## src/hdl/tsf_pkg.sv

```systemverilog
package tsf_pkg;

  localparam int SAMPLE_W  = 13;
  localparam int SUM_W     = 17;
  localparam int WORD_W    = 16;
  localparam int SHIFT     = 3;
  localparam int CFG_W     = 26;
  localparam int CFG_IDX_W = 3;
  localparam int GAIN_W    = 24;
  localparam int OFFSET_W  = 16;
  localparam int SCREEN_W  = 12;
  localparam int FRAC_W    = 16;

  typedef logic [SAMPLE_W-1:0] sample_t;

  typedef enum logic [1:0] {
    STATUS_OK       = 2'd0,
    STATUS_UNSTABLE = 2'd1,
    STATUS_WINDOW   = 2'd2
  } status_t;

  // Position of a run inside one reading: X, Y, X, Y.
  typedef enum logic [1:0] {
    RUN_X1 = 2'd0,
    RUN_Y1 = 2'd1,
    RUN_X2 = 2'd2,
    RUN_Y2 = 2'd3
  } run_t;

  localparam logic [CFG_IDX_W-1:0] CFG_DIFF_LIMIT   = 3'd0;
  localparam logic [CFG_IDX_W-1:0] CFG_RAW_X_WINDOW = 3'd1;
  localparam logic [CFG_IDX_W-1:0] CFG_RAW_Y_WINDOW = 3'd2;
  localparam logic [CFG_IDX_W-1:0] CFG_X_GAIN       = 3'd3;
  localparam logic [CFG_IDX_W-1:0] CFG_X_OFFSET     = 3'd4;
  localparam logic [CFG_IDX_W-1:0] CFG_Y_GAIN       = 3'd5;
  localparam logic [CFG_IDX_W-1:0] CFG_Y_OFFSET     = 3'd6;

  localparam logic [SAMPLE_W-1:0] DIFF_LIMIT_RESET = 13'd20;
  localparam logic [CFG_W-1:0]    WINDOW_RESET     = 26'd67100672;
  localparam logic [GAIN_W-1:0]   GAIN_RESET       = 24'd65536;
  localparam logic [OFFSET_W-1:0] OFFSET_RESET     = 16'd0;

  typedef struct packed {
    logic [WORD_W-1:0] raw_word;
    logic              restart;
  } sample_in_t;

  typedef struct packed {
    status_t             status;
    sample_t             raw_x;
    sample_t             raw_y;
    logic [SCREEN_W-1:0] screen_x;
    logic [SCREEN_W-1:0] screen_y;
  } result_t;

  // A finished run: its trimmed sum and its place in the reading.
  typedef struct packed {
    logic             valid;
    run_t             run;
    logic [SUM_W-1:0] trimmed;
  } run_tok_t;

  // A checked reading on its way to the screen mapping.
  typedef struct packed {
    logic    valid;
    status_t status;
    sample_t raw_x;
    sample_t raw_y;
  } check_tok_t;

endpackage

```

## src/hdl/touch_sample_filter_calibrate.sv

```systemverilog
// Touch sample filter and calibration. Each accepted request carries one raw
// converter word; the 13-bit sample is bits 15..3. Samples form four runs of
// SAMPLES each (X, Y, X, Y), and each run is reduced to a trimmed mean: the
// run's sum less its largest and smallest sample, divided by SAMPLES-2. After
// the last sample of the fourth run one result request is produced. If either
// axis's two means differ by more than diff_limit the status is unstable and
// raw_x/raw_y carry the differences. Otherwise the averaged means are checked
// against the raw windows (status outside window on a miss), and inside them
// each axis maps to screen = raw * gain (Q8.16) + offset, clamped to
// 0..SCREEN_*_MAX. Screen values are 0 whenever the status is not ok. A sample
// with restart set drops the partial reading and starts a new X run.
// Rate: one sample is accepted every clock cycle while sample_stall is low.
// The datapath is five register stages deep (accumulator, reciprocal multiply,
// stability and window check, gain multiply, clamp into the result register).
// sample_stall rises only when a result is held by result_stall and every stage
// behind it is full. Configuration is written through cfg_we/cfg_index/cfg_data
// while no reading is in flight; the user must keep to this, as the block does
// not enforce it. Indexes past the last register are ignored.
module touch_sample_filter_calibrate #(
  parameter int SAMPLES      = 5,
  parameter int SCREEN_X_MAX = 239,
  parameter int SCREEN_Y_MAX = 319
) (
  input  logic                           clk,
  input  logic                           rst,
  input  logic                           sample_valid,
  output logic                           sample_stall,
  input  tsf_pkg::sample_in_t            sample,
  output logic                           result_valid,
  input  logic                           result_stall,
  output tsf_pkg::result_t               result,
  input  logic                           cfg_we,
  input  logic [tsf_pkg::CFG_IDX_W-1:0]  cfg_index,
  input  logic [tsf_pkg::CFG_W-1:0]      cfg_data
);
  import tsf_pkg::*;

  // Configuration registers.
  logic [SAMPLE_W-1:0]        diff_limit;
  logic [CFG_W-1:0]           raw_x_window;
  logic [CFG_W-1:0]           raw_y_window;
  logic signed [GAIN_W-1:0]   x_gain;
  logic signed [OFFSET_W-1:0] x_offset;
  logic signed [GAIN_W-1:0]   y_gain;
  logic signed [OFFSET_W-1:0] y_offset;

  // Tokens passed between the stages, each with its own valid bit.
  run_tok_t   run_tok;
  logic       run_ready;
  check_tok_t check_tok;
  logic       check_ready;

  always_ff @(posedge clk) begin
    if (rst) begin
      diff_limit   <= DIFF_LIMIT_RESET;
      raw_x_window <= WINDOW_RESET;
      raw_y_window <= WINDOW_RESET;
      x_gain       <= GAIN_RESET;
      x_offset     <= OFFSET_RESET;
      y_gain       <= GAIN_RESET;
      y_offset     <= OFFSET_RESET;
    end else if (cfg_we) begin
      case (cfg_index)
        CFG_DIFF_LIMIT:   diff_limit   <= cfg_data[SAMPLE_W-1:0];
        CFG_RAW_X_WINDOW: raw_x_window <= cfg_data;
        CFG_RAW_Y_WINDOW: raw_y_window <= cfg_data;
        CFG_X_GAIN:       x_gain       <= cfg_data[GAIN_W-1:0];
        CFG_X_OFFSET:     x_offset     <= cfg_data[OFFSET_W-1:0];
        CFG_Y_GAIN:       y_gain       <= cfg_data[GAIN_W-1:0];
        CFG_Y_OFFSET:     y_offset     <= cfg_data[OFFSET_W-1:0];
        default: ;
      endcase
    end
  end

  // Running sum, maximum and minimum of the current run; emits the trimmed
  // sum when a run closes.
  tsf_accum #(
    .SAMPLES(SAMPLES)
  ) u_accum (
    .clk         (clk),
    .rst         (rst),
    .sample_valid(sample_valid),
    .sample_stall(sample_stall),
    .sample      (sample),
    .run_ready   (run_ready),
    .run_tok     (run_tok)
  );

  // Divides by the trimmed count, keeps the four means, and checks the
  // completed reading for stability and against the raw windows.
  tsf_mean #(
    .SAMPLES(SAMPLES)
  ) u_mean (
    .clk         (clk),
    .rst         (rst),
    .run_tok     (run_tok),
    .run_ready   (run_ready),
    .diff_limit  (diff_limit),
    .raw_x_window(raw_x_window),
    .raw_y_window(raw_y_window),
    .check_ready (check_ready),
    .check_tok   (check_tok)
  );

  // Gain and offset, then the clamp into the result register.
  tsf_scale #(
    .SCREEN_X_MAX(SCREEN_X_MAX),
    .SCREEN_Y_MAX(SCREEN_Y_MAX)
  ) u_scale (
    .clk         (clk),
    .rst         (rst),
    .check_tok   (check_tok),
    .check_ready (check_ready),
    .x_gain      (x_gain),
    .x_offset    (x_offset),
    .y_gain      (y_gain),
    .y_offset    (y_offset),
    .result_valid(result_valid),
    .result_stall(result_stall),
    .result      (result)
  );

endmodule

```

## src/hdl/tsf_accum.sv

```systemverilog
module tsf_accum #(
  parameter int SAMPLES = 5
) (
  input  logic                clk,
  input  logic                rst,
  input  logic                sample_valid,
  output logic                sample_stall,
  input  tsf_pkg::sample_in_t sample,
  input  logic                run_ready,
  output tsf_pkg::run_tok_t   run_tok
);
  import tsf_pkg::*;

  localparam int CNT_W = $clog2(SAMPLES);
  localparam logic [CNT_W-1:0] LAST = CNT_W'(SAMPLES - 1);

  logic [CNT_W-1:0] sample_index;
  logic [CNT_W-1:0] index_eff;
  run_t             run;
  run_t             run_eff;
  logic [SUM_W-1:0] run_sum;
  logic [SUM_W-1:0] sum_eff;
  logic [SUM_W-1:0] sum_next;
  sample_t          run_max;
  sample_t          run_min;
  sample_t          max_eff;
  sample_t          min_eff;
  sample_t          max_next;
  sample_t          min_next;
  sample_t          v;
  logic             tok_free;
  logic             accept;
  logic             last;

  assign v            = sample.raw_word[WORD_W-1:SHIFT];
  assign tok_free     = !run_tok.valid || run_ready;
  assign sample_stall = !tok_free;
  assign accept       = sample_valid && tok_free;

  // A restart drops the partial reading before this sample is counted.
  always_comb begin
    if (sample.restart) begin
      index_eff = '0;
      run_eff   = RUN_X1;
      sum_eff   = '0;
      max_eff   = '0;
      min_eff   = '1;
    end else begin
      index_eff = sample_index;
      run_eff   = run;
      sum_eff   = run_sum;
      max_eff   = run_max;
      min_eff   = run_min;
    end
    sum_next = sum_eff + SUM_W'(v);
    max_next = (v > max_eff) ? v : max_eff;
    min_next = (v < min_eff) ? v : min_eff;
    last     = (index_eff == LAST);
  end

  always_ff @(posedge clk) begin
    if (rst) begin
      sample_index  <= '0;
      run           <= RUN_X1;
      run_sum       <= '0;
      run_max       <= '0;
      run_min       <= '1;
      run_tok.valid <= 1'b0;
    end else begin
      if (tok_free) begin
        run_tok.valid <= accept && last;
      end
      if (accept) begin
        if (last) begin
          sample_index    <= '0;
          run             <= run_t'(2'(run_eff) + 2'd1);
          run_sum         <= '0;
          run_max         <= '0;
          run_min         <= '1;
          run_tok.run     <= run_eff;
          run_tok.trimmed <= sum_next - SUM_W'(max_next) - SUM_W'(min_next);
        end else begin
          sample_index <= index_eff + CNT_W'(1);
          run          <= run_eff;
          run_sum      <= sum_next;
          run_max      <= max_next;
          run_min      <= min_next;
        end
      end
    end
  end

endmodule

```

## src/hdl/tsf_mean.sv

```systemverilog
module tsf_mean #(
  parameter int SAMPLES = 5
) (
  input  logic                      clk,
  input  logic                      rst,
  input  tsf_pkg::run_tok_t         run_tok,
  output logic                      run_ready,
  input  logic [tsf_pkg::SAMPLE_W-1:0] diff_limit,
  input  logic [tsf_pkg::CFG_W-1:0] raw_x_window,
  input  logic [tsf_pkg::CFG_W-1:0] raw_y_window,
  input  logic                      check_ready,
  output tsf_pkg::check_tok_t       check_tok
);
  import tsf_pkg::*;

  // Exact division by the trimmed count through a rounded-up reciprocal.
  localparam int DIV    = SAMPLES - 2;
  localparam int SH     = SUM_W + $clog2(DIV);
  localparam int RW     = SH + 1;
  localparam int PROD_W = SUM_W + RW;
  localparam logic [RW-1:0] RECIP = RW'(((1 << SH) + DIV - 1) / DIV);

  logic [PROD_W-1:0] prod;
  sample_t           mean;
  sample_t           first_x_mean;
  sample_t           first_y_mean;
  sample_t           second_x_mean;
  sample_t           second_y_mean;
  logic              y_valid;
  logic              s3_free;
  logic              s2_free;
  logic              take;
  sample_t           dx;
  sample_t           dy;
  logic [SAMPLE_W:0] sum_x;
  logic [SAMPLE_W:0] sum_y;
  sample_t           ax;
  sample_t           ay;
  logic              unstable;
  logic              outside;

  assign prod = PROD_W'(run_tok.trimmed) * PROD_W'(RECIP);
  assign mean = prod[SH +: SAMPLE_W];

  assign s3_free   = !check_tok.valid || check_ready;
  assign s2_free   = !y_valid || s3_free;
  assign run_ready = s2_free;
  assign take      = run_tok.valid && s2_free;

  always_comb begin
    dx = (first_x_mean >= second_x_mean) ? first_x_mean - second_x_mean
                                         : second_x_mean - first_x_mean;
    dy = (first_y_mean >= second_y_mean) ? first_y_mean - second_y_mean
                                         : second_y_mean - first_y_mean;
    sum_x    = {1'b0, first_x_mean} + {1'b0, second_x_mean};
    sum_y    = {1'b0, first_y_mean} + {1'b0, second_y_mean};
    ax       = sum_x[SAMPLE_W:1];
    ay       = sum_y[SAMPLE_W:1];
    unstable = (dx > diff_limit) || (dy > diff_limit);
    outside  = (ax > raw_x_window[2*SAMPLE_W-1:SAMPLE_W]) ||
               (ax < raw_x_window[SAMPLE_W-1:0]) ||
               (ay > raw_y_window[2*SAMPLE_W-1:SAMPLE_W]) ||
               (ay < raw_y_window[SAMPLE_W-1:0]);
  end

  always_ff @(posedge clk) begin
    if (rst) begin
      y_valid         <= 1'b0;
      check_tok.valid <= 1'b0;
      first_x_mean    <= '0;
      first_y_mean    <= '0;
      second_x_mean   <= '0;
    end else begin
      if (s3_free) begin
        check_tok.valid <= y_valid;
      end
      if (y_valid && s3_free) begin
        if (unstable) begin
          check_tok.status <= STATUS_UNSTABLE;
          check_tok.raw_x  <= dx;
          check_tok.raw_y  <= dy;
        end else begin
          check_tok.status <= outside ? STATUS_WINDOW : STATUS_OK;
          check_tok.raw_x  <= ax;
          check_tok.raw_y  <= ay;
        end
      end
      if (s2_free) begin
        y_valid <= take && (run_tok.run == RUN_Y2);
      end
      if (take) begin
        case (run_tok.run)
          RUN_X1:  first_x_mean  <= mean;
          RUN_Y1:  first_y_mean  <= mean;
          RUN_X2:  second_x_mean <= mean;
          RUN_Y2:  second_y_mean <= mean;
          default: ;
        endcase
      end
    end
  end

endmodule

```

## src/hdl/tsf_scale.sv

```systemverilog
module tsf_scale #(
  parameter int SCREEN_X_MAX = 239,
  parameter int SCREEN_Y_MAX = 319
) (
  input  logic                                clk,
  input  logic                                rst,
  input  tsf_pkg::check_tok_t                 check_tok,
  output logic                                check_ready,
  input  logic signed [tsf_pkg::GAIN_W-1:0]   x_gain,
  input  logic signed [tsf_pkg::OFFSET_W-1:0] x_offset,
  input  logic signed [tsf_pkg::GAIN_W-1:0]   y_gain,
  input  logic signed [tsf_pkg::OFFSET_W-1:0] y_offset,
  output logic                                result_valid,
  input  logic                                result_stall,
  output tsf_pkg::result_t                    result
);
  import tsf_pkg::*;

  localparam int PROD_W  = SAMPLE_W + 1 + GAIN_W;
  localparam int VAL_W   = PROD_W + 1;
  localparam int WHOLE_W = VAL_W - 1 - FRAC_W;
  localparam logic [SCREEN_W-1:0] X_MAX = SCREEN_W'(SCREEN_X_MAX);
  localparam logic [SCREEN_W-1:0] Y_MAX = SCREEN_W'(SCREEN_Y_MAX);

  logic                     scaled_valid;
  status_t                  scaled_status;
  sample_t                  scaled_raw_x;
  sample_t                  scaled_raw_y;
  logic signed [VAL_W-1:0]  scaled_x;
  logic signed [VAL_W-1:0]  scaled_y;
  logic signed [PROD_W-1:0] prod_x;
  logic signed [PROD_W-1:0] prod_y;
  logic signed [VAL_W-1:0]  val_x;
  logic signed [VAL_W-1:0]  val_y;
  logic                     out_free;

  function automatic logic [SCREEN_W-1:0] clamp_screen(logic signed [VAL_W-1:0] v,
                                                       logic [SCREEN_W-1:0] maxv);
    logic [WHOLE_W-1:0] whole;
    whole = v[VAL_W-2:FRAC_W];
    if (v[VAL_W-1]) begin
      return '0;
    end else if (whole > WHOLE_W'(maxv)) begin
      return maxv;
    end else begin
      return whole[SCREEN_W-1:0];
    end
  endfunction

  assign out_free    = !result_valid || !result_stall;
  assign check_ready = !scaled_valid || out_free;

  // Raw value times Q8.16 gain, plus the offset moved up to the same scale.
  always_comb begin
    prod_x = $signed({1'b0, check_tok.raw_x}) * x_gain;
    prod_y = $signed({1'b0, check_tok.raw_y}) * y_gain;
    val_x  = {prod_x[PROD_W-1], prod_x} +
             {{(VAL_W-OFFSET_W-FRAC_W){x_offset[OFFSET_W-1]}}, x_offset, FRAC_W'(0)};
    val_y  = {prod_y[PROD_W-1], prod_y} +
             {{(VAL_W-OFFSET_W-FRAC_W){y_offset[OFFSET_W-1]}}, y_offset, FRAC_W'(0)};
  end

  always_ff @(posedge clk) begin
    if (rst) begin
      scaled_valid <= 1'b0;
      result_valid <= 1'b0;
    end else begin
      if (check_ready) begin
        scaled_valid <= check_tok.valid;
      end
      if (check_ready && check_tok.valid) begin
        scaled_status <= check_tok.status;
        scaled_raw_x  <= check_tok.raw_x;
        scaled_raw_y  <= check_tok.raw_y;
        scaled_x      <= val_x;
        scaled_y      <= val_y;
      end
      if (out_free) begin
        result_valid <= scaled_valid;
      end
      if (out_free && scaled_valid) begin
        result.status <= scaled_status;
        result.raw_x  <= scaled_raw_x;
        result.raw_y  <= scaled_raw_y;
        if (scaled_status == STATUS_OK) begin
          result.screen_x <= clamp_screen(scaled_x, X_MAX);
          result.screen_y <= clamp_screen(scaled_y, Y_MAX);
        end else begin
          result.screen_x <= '0;
          result.screen_y <= '0;
        end
      end
    end
  end

endmodule

```

## config.mk

```make
export PLATFORM = sky130hd
export DESIGN_NAME = touch_sample_filter_calibrate
export DESIGN_NICKNAME = d
export VERILOG_FILES = /design/src/hdl/tsf_pkg.sv /design/src/hdl/touch_sample_filter_calibrate.sv /design/src/hdl/tsf_accum.sv /design/src/hdl/tsf_mean.sv /design/src/hdl/tsf_scale.sv
export SDC_FILE = /design/constraint.sdc
export NUM_CORES = 2
export LEC_CHECK = 0
export ABC_AREA = 1
export BUFFER_PORTS_ARGS = -buffer_cell sky130_fd_sc_hd__clkbuf_2
export CORE_UTILIZATION = 50
export CTS_CLUSTER_SIZE = 14
export DETAILED_ROUTE_END_ITERATION = 6
export PLACE_DENSITY = 0.68
export RECOVER_POWER = 100
export SLEW_MARGIN = 20
export SYNTH_ARGS = -nofsm -noshare
export SYNTH_HDL_FRONTEND = slang
export SYNTH_SLANG_ARGS = --single-unit
```

## constraint.sdc

```tcl
create_clock -name clk -period 5.5 [get_ports clk]
set_clock_uncertainty 0.2 [all_clocks]
set_input_delay 1.1 -clock clk [delete_from_list [all_inputs] [get_ports clk]]
set_output_delay 1.1 -clock clk [all_outputs]
set_load 0.02 [all_outputs]
```

-- Word level (Yosys, flattened, before mapping)
Cells that the tools add are included.
- bits in registers: 455
- word-level logic and storage cells: 141
- input bits: 51
- output and inout port bits: 54
- reduce and logical (&&, ||, !) cells: 45
- $add $sub $neg: 13
- multiply operators: 3
- equality and inequality tests: 10
- bitwise logic cells: 2
- multiplexer cells: 18
- $lt $le $gt $ge: 12
- operators with widths (kind ; number):
    13-bit 2-to-1 mux ; 8
    38-bit by 32-bit adder with 39-bit output ; 2
    14-bit by 24-bit multiplier with 38-bit output ; 2
    13-bit > comparator ; 5
    13-bit subtractor ; 4
    13-bit < comparator ; 3
    17-bit 2-to-1 mux ; 2
    17-bit by 13-bit subtractor with 17-bit output ; 2
    17-bit by 18-bit multiplier with 32-bit output, second input constant ; 1
    13-bit by 13-bit adder with 14-bit output ; 2
    13-bit >= comparator ; 2
    26-bit 2-to-1 mux ; 1
    2-bit AND reduction ; 13
    22-bit by 8-bit > comparator with 1-bit output, second input constant ; 1
    22-bit by 9-bit > comparator with 1-bit output, second input constant ; 1
    17-bit by 13-bit adder with 17-bit output ; 1
    3-bit == test, second input constant ; 4
    1-bit logical OR ; 9
    9-bit 2-to-1 mux ; 1
    8-bit 2-to-1 mux ; 1
    1-bit logical AND ; 7
    1-bit logical NOT ; 7
    3-bit by 2-bit == test with 1-bit output, second input constant ; 2
    2-bit 2-to-1 mux ; 3
    other kinds (12) ; 19

-- Longest topological paths before layout
- depth after elaboration: 8
- gate-level depth with buffers: 28
- depth with buffers taken out: 25

-- Modules after synthesis
A second synthesis with hierarchy kept.
- cells, all modules: 7020
- area, all modules: 54173.2 µm²
- modules (own cells, without submodules) (module ; instances ; cells each ; seq. area each (µm²) ; area each (µm²)):
    tsf_scale ; 1 ; 3517 ; 3823.7 ; 29077.9
    tsf_mean ; 1 ; 1948 ; 2052.0 ; 14034.7
    touch_sample_filter_calibrate ; 1 ; 794 ; 2902.8 ; 5564.1
    tsf_accum ; 1 ; 761 ; 1551.5 ; 5496.5

-- Worst setup path before layout
OpenSTA, ideal clock, no wires.
- path type: register to register
- start point: reg x_gain[23]
- end point: reg u_scale.scaled_x[36], data pin
- data required time: 5.048 ns
- setup slack: -0.223 ns
- arrival: 5.271 ns
- cell stages (with the launch flop): 21
- library setup time: 0.252 ns
- cell sequence: dfxtp_1 -> clkbuf_1 -> nand2_1 -> fa_1 -> inv_1 -> fa_1 -> fa_1 -> fa_1 -> fa_1 -> inv_1 -> fa_1 -> inv_1 -> ha_1 -> a21oi_1 -> o21a_1 -> a21boi_0 -> o21ai_0 -> nor2_1 -> nand2_1 -> nand2_1 -> nand2_1
- longest elaborated chain between the ends: 2
- RTL lines (item ; RTL line ; source):
    start: declaration ; touch_sample_filter_calibrate.sv:42 ; logic signed [GAIN_W-1:0] x_gain;
    start signal: assignment ; touch_sample_filter_calibrate.sv:67 ; CFG_X_GAIN: x_gain <= cfg_data[GAIN_W-1:0];
    14-bit by 24-bit multiplier with 38-bit output ; tsf_scale.sv:55 ; prod_x = $signed({1'b0, check_tok.raw_x}) * x_gain;
    38-bit by 32-bit adder with 39-bit output ; tsf_scale.sv:57 ; val_x = {prod_x[PROD_W-1], prod_x} +
    net u_scale.val_x[36] ; tsf_scale.sv:33 ; logic signed [VAL_W-1:0] val_x;
    end signal: assignment ; tsf_scale.sv:75 ; scaled_x <= val_x;
    end: declaration ; tsf_scale.sv:29 ; logic signed [VAL_W-1:0] scaled_x;
The timed path passes the listed nets, and every way through them passes these cells.
A chain may end at the register's enable or synchronous reset.

-- Worst setup path after layout
- start point: reg, netlist name u_mean.check_tok[15]
- end point: reg u_scale.scaled_x[38], data pin
- longest elaborated chain between the ends: 2
- RTL lines (item ; RTL line):
    14-bit by 24-bit multiplier with 38-bit output ; tsf_scale.sv:55
    38-bit by 32-bit adder with 39-bit output ; tsf_scale.sv:57
    net u_scale.val_x[38] ; tsf_scale.sv:33
The timed path passes the listed nets, and every way through them passes these cells.

==> run summary <==
Status - finished, violations left
Failing checks - setup timing
Clock sinks - 423
Power Internal - 7.645 mW
Comb pwr share - 0.420
Synth Cell Area - 53030 sq um
Crit Path Category - reg2reg
Worst-case clock buffer depth - 3
WL/cell - 17.23 um
Dominant cells by area after synthesis - fa_1, ha_1, inv_1
Required time of the critical path - 5690 ps
Worst Path Arrival - 6030 ps
Initial antenna violation count - 2
CP Launch Type - flip-flop
Setup ws final - -335.0 ps
Max-cap violations - 0
Routed vias - 44800
CTS tree - done
DR pass1 iterations - 6
Most frequent cells in the layout - inv_1, nand2_1, fa_1
First-pass GRT wire length - 236.9 mm
PwrDens - 187.1 nW/um^2
Root buffer cell - clkbuf_16
Worst r2r path cells - 22
EDFF count, synth - 186
Detail Route Antenna Nets - 0
Seq pwr share - 0.290
Slowest-stage cell, CP - fa_1
Avg Inst Size Synth - 7.920 sq um
Leakage - 34.59 nW
Ys async rst share - 0
Hold endpoint - u_scale.result[29]
Crit-path max FO - 5
Worst-Margin Slew - 988.6 ps
Yosys cell types - 54
CP cell instances - buf_6 -> clkbuf_16 -> nand2_1 -> inv_1 -> fa_1 -> inv_1 -> fa_1 -> inv_1 -> fa_1 -> fa_2 -> fa_1 -> fa_1 -> ha_4 -> a21oi_4 -> buf_6 -> o21a_1 -> o21ai_1 -> nand2_1 -> nand2_1 -> nand2_1 -> nand3_2 -> xor2_1
Slew headroom - 0.3402
GRT Residual Overflow - 0
Vias per cell - 5.166
R2r endpoint - u_scale.scaled_x[38]
GRT Resource Usage Total - 0.2768
Hold path startpoint - u_scale.scaled_raw_y[5]
Post-Route WL - 149.4 mm
Die area - 107400 sq um
Placed Instance Area - 58480 sq um
Syn. warnings - 0
Area growth syn-to-layout - 21.39%
Design Area, Final - 64370 sq um
Hold Crit Class - reg2reg
Clk_lat worst skew - 650 ps
Critical path endpoint category - flip-flop
Worst path top cell family by delay - adder cells
Post-synthesis sequential area ratio - 0.1948
Area leader, netlist - fa_1
# DRC - 0
Clock-pin slew on the worst setup and hold paths - 70 ps
Gp weighted congestion - 0.9186
Cts hold-fix bufs - 0
Cells after Synth - 6695
Number of global-route vias before repair - 45830
Final period utilization - 1.061
Commonest non-fill, non-tap cell in the layout - inv_1
Port bufs - 101
FF+latch count, synth - 423
H-Tree Depth - 2
Switch share - 0.3652
Nets - 8533
Max incr delay on CP - 600 ps
Final min period - 5835 ps
Worst R2R Start - u_mean.check_tok[15]
Layout cell share with drive strength beyond 1 - 0.1997
Fmax - 171.4 MHz
Clk pwr share - 0.291
Cts bufs inserted - 51
Largest vdd supply drop - 0.2590 mV
Core area - 105300 sq um
Final setup vio count - 46
Pins over their slew limit - 0
Ys flop type - dfxtp_1
Antenna cells - 0
DR iter-0 viols - 3351
Buf/Inv on CP - 6
Tot Pwr - 12.04 mW
Cell Rows - 119
Cell mode on critical path - fa_1
Dpl hpwl - 114.4 mm
DIE WIDTH - 327.7 um
Boundary pin count - 105
Reg-to-reg slack, setup - -330 ps
Psw - 4.399 mW
Unrepaired setup endpoints after global routing - yes
Starting Density - 0.5037
Largest net degree at the start of global routing - 95
Hold Fails Final Rpt - 0
Share of the synthesized area in the top cell type - 0.2741
Hold path depth - 0
Die Ht - 327.7 um
==> layout make-up <==
type	instances	area (sq um)
clock buffers	72	1429
clock inverters	22	241.5
fillers	8852	40900
inverters	1645	6181
multi-input cells	4430	38580
flip-flops and latches	423	10360
well taps	1391	1740
repair buffers	690	5836
==> cell usage after synthesis, drive strengths merged (9+ instances only) <==
library cell / count
inv: 1645
nand2: 1489
fa: 726
ha: 515
nor2: 437
a21oi: 384
o21ai: 280
dfxtp: 237
nand3: 214
edfxtp: 186
clkbuf: 154
xor2: 96
buf: 49
nor3: 42
o211ai: 39
nand4: 29
xnor2: 28
a21o: 22
o21a: 18
o21bai: 16
a31oi: 14
and2: 13
a211oi: 10
a21boi: 9
nor4: 9
==> kinds of logic (layout without fill, tap and decap cells) <==
| kind of cell | after synthesis | in the layout | share of synthesized area |
|---|---|---|---|
| adder cells (fa/ha/maj) | 1241 | 1241 | 0.3956 |
| XOR/XNOR | 124 | 124 | 0.02048 |
| AND/OR/NAND/NOR | 2255 | 2255 | 0.1719 |
| buffers and inverters | 1848 | 2429 | 0.1335 |
| AO/OA/AOI/OAI | 803 | 803 | 0.08355 |
| other | 1 | 7 | 0.00007072 |
| flip-flops | 423 | 423 | 0.1948 |
==> sequential cells by signal, summed over array words and instances, names as in the netlist, 16 cells and up <==
| name | flops |
|---|---|
| x_gain | 24 |
| raw_x_window | 26 |
| u_scale.result | 52 |
| raw_y_window | 26 |
| u_accum.run_sum | 17 |
| x_offset | 16 |
| u_scale.scaled_y | 23 |
| y_gain | 24 |
| u_accum.run_tok | 20 |
| u_mean.check_tok | 29 |
| y_offset | 16 |
| u_scale.scaled_x | 23 |
==> stage by stage <==
stage,hold WS (ps),instances,utilization,TNS [ps],setup WS [ps]
CTS,212.3,8621,0.5949,-7566,-259.6
detailed placement,205.4,8468,0.5555,-16280,-460.4
global placement,202.8,8468,0.5555,-13890,-425.1
floorplan,200.3,6701,-,-64.24,-21.85
global route,215.7,8673,0.6115,-19560,-528.1
finish,214.0,8673,0.6115,-10230,-335.0
==> power groups by stage <==
stage | clock [mW] | combinational [mW] | sequential [mW]
after CTS | 3.56 | 4.52 | 3.48
after global placement | 0 | 3.74 | 3.55
after floorplan | 0 | 2.37 | 3.52
final | 3.50 | 5.06 | 3.49
after global routing | 3.67 | 5.55 | 3.49
after detailed placement | 0 | 3.81 | 3.55
==> timing repair <==
item	CTS	global route
buffers inserted	53	46
gates resized for setup	502	338
gates cloned	6	9
pin swaps	170	181
setup endpoints to repair	69	95
==> metal layers <==
layer  wire (um)  track usage
met1       61910       0.3616
met2       72260       0.4718
met3        9174      0.03587
met4        6076      0.09722
met5          13            0
==> worst max path at each step <==
stage | startpoint | end | slack, ps | depth (start not counted)
after floorplan | u_mean.check_tok[2] | u_scale.scaled_y[32] | -20 | 25
after global placement | u_mean.check_tok[13] | u_scale.scaled_x[30] | -430 | 22
after detailed placement | u_mean.check_tok[13] | u_scale.scaled_x[36] | -460 | 21
after CTS | u_mean.check_tok[17] | u_scale.scaled_x[24] | -260 | 24
after global routing | u_mean.check_tok[8] | u_scale.scaled_y[37] | -530 | 23
final | u_mean.check_tok[15] | u_scale.scaled_x[38] | -330 | 22
Power figures use the tool's default switching activity.
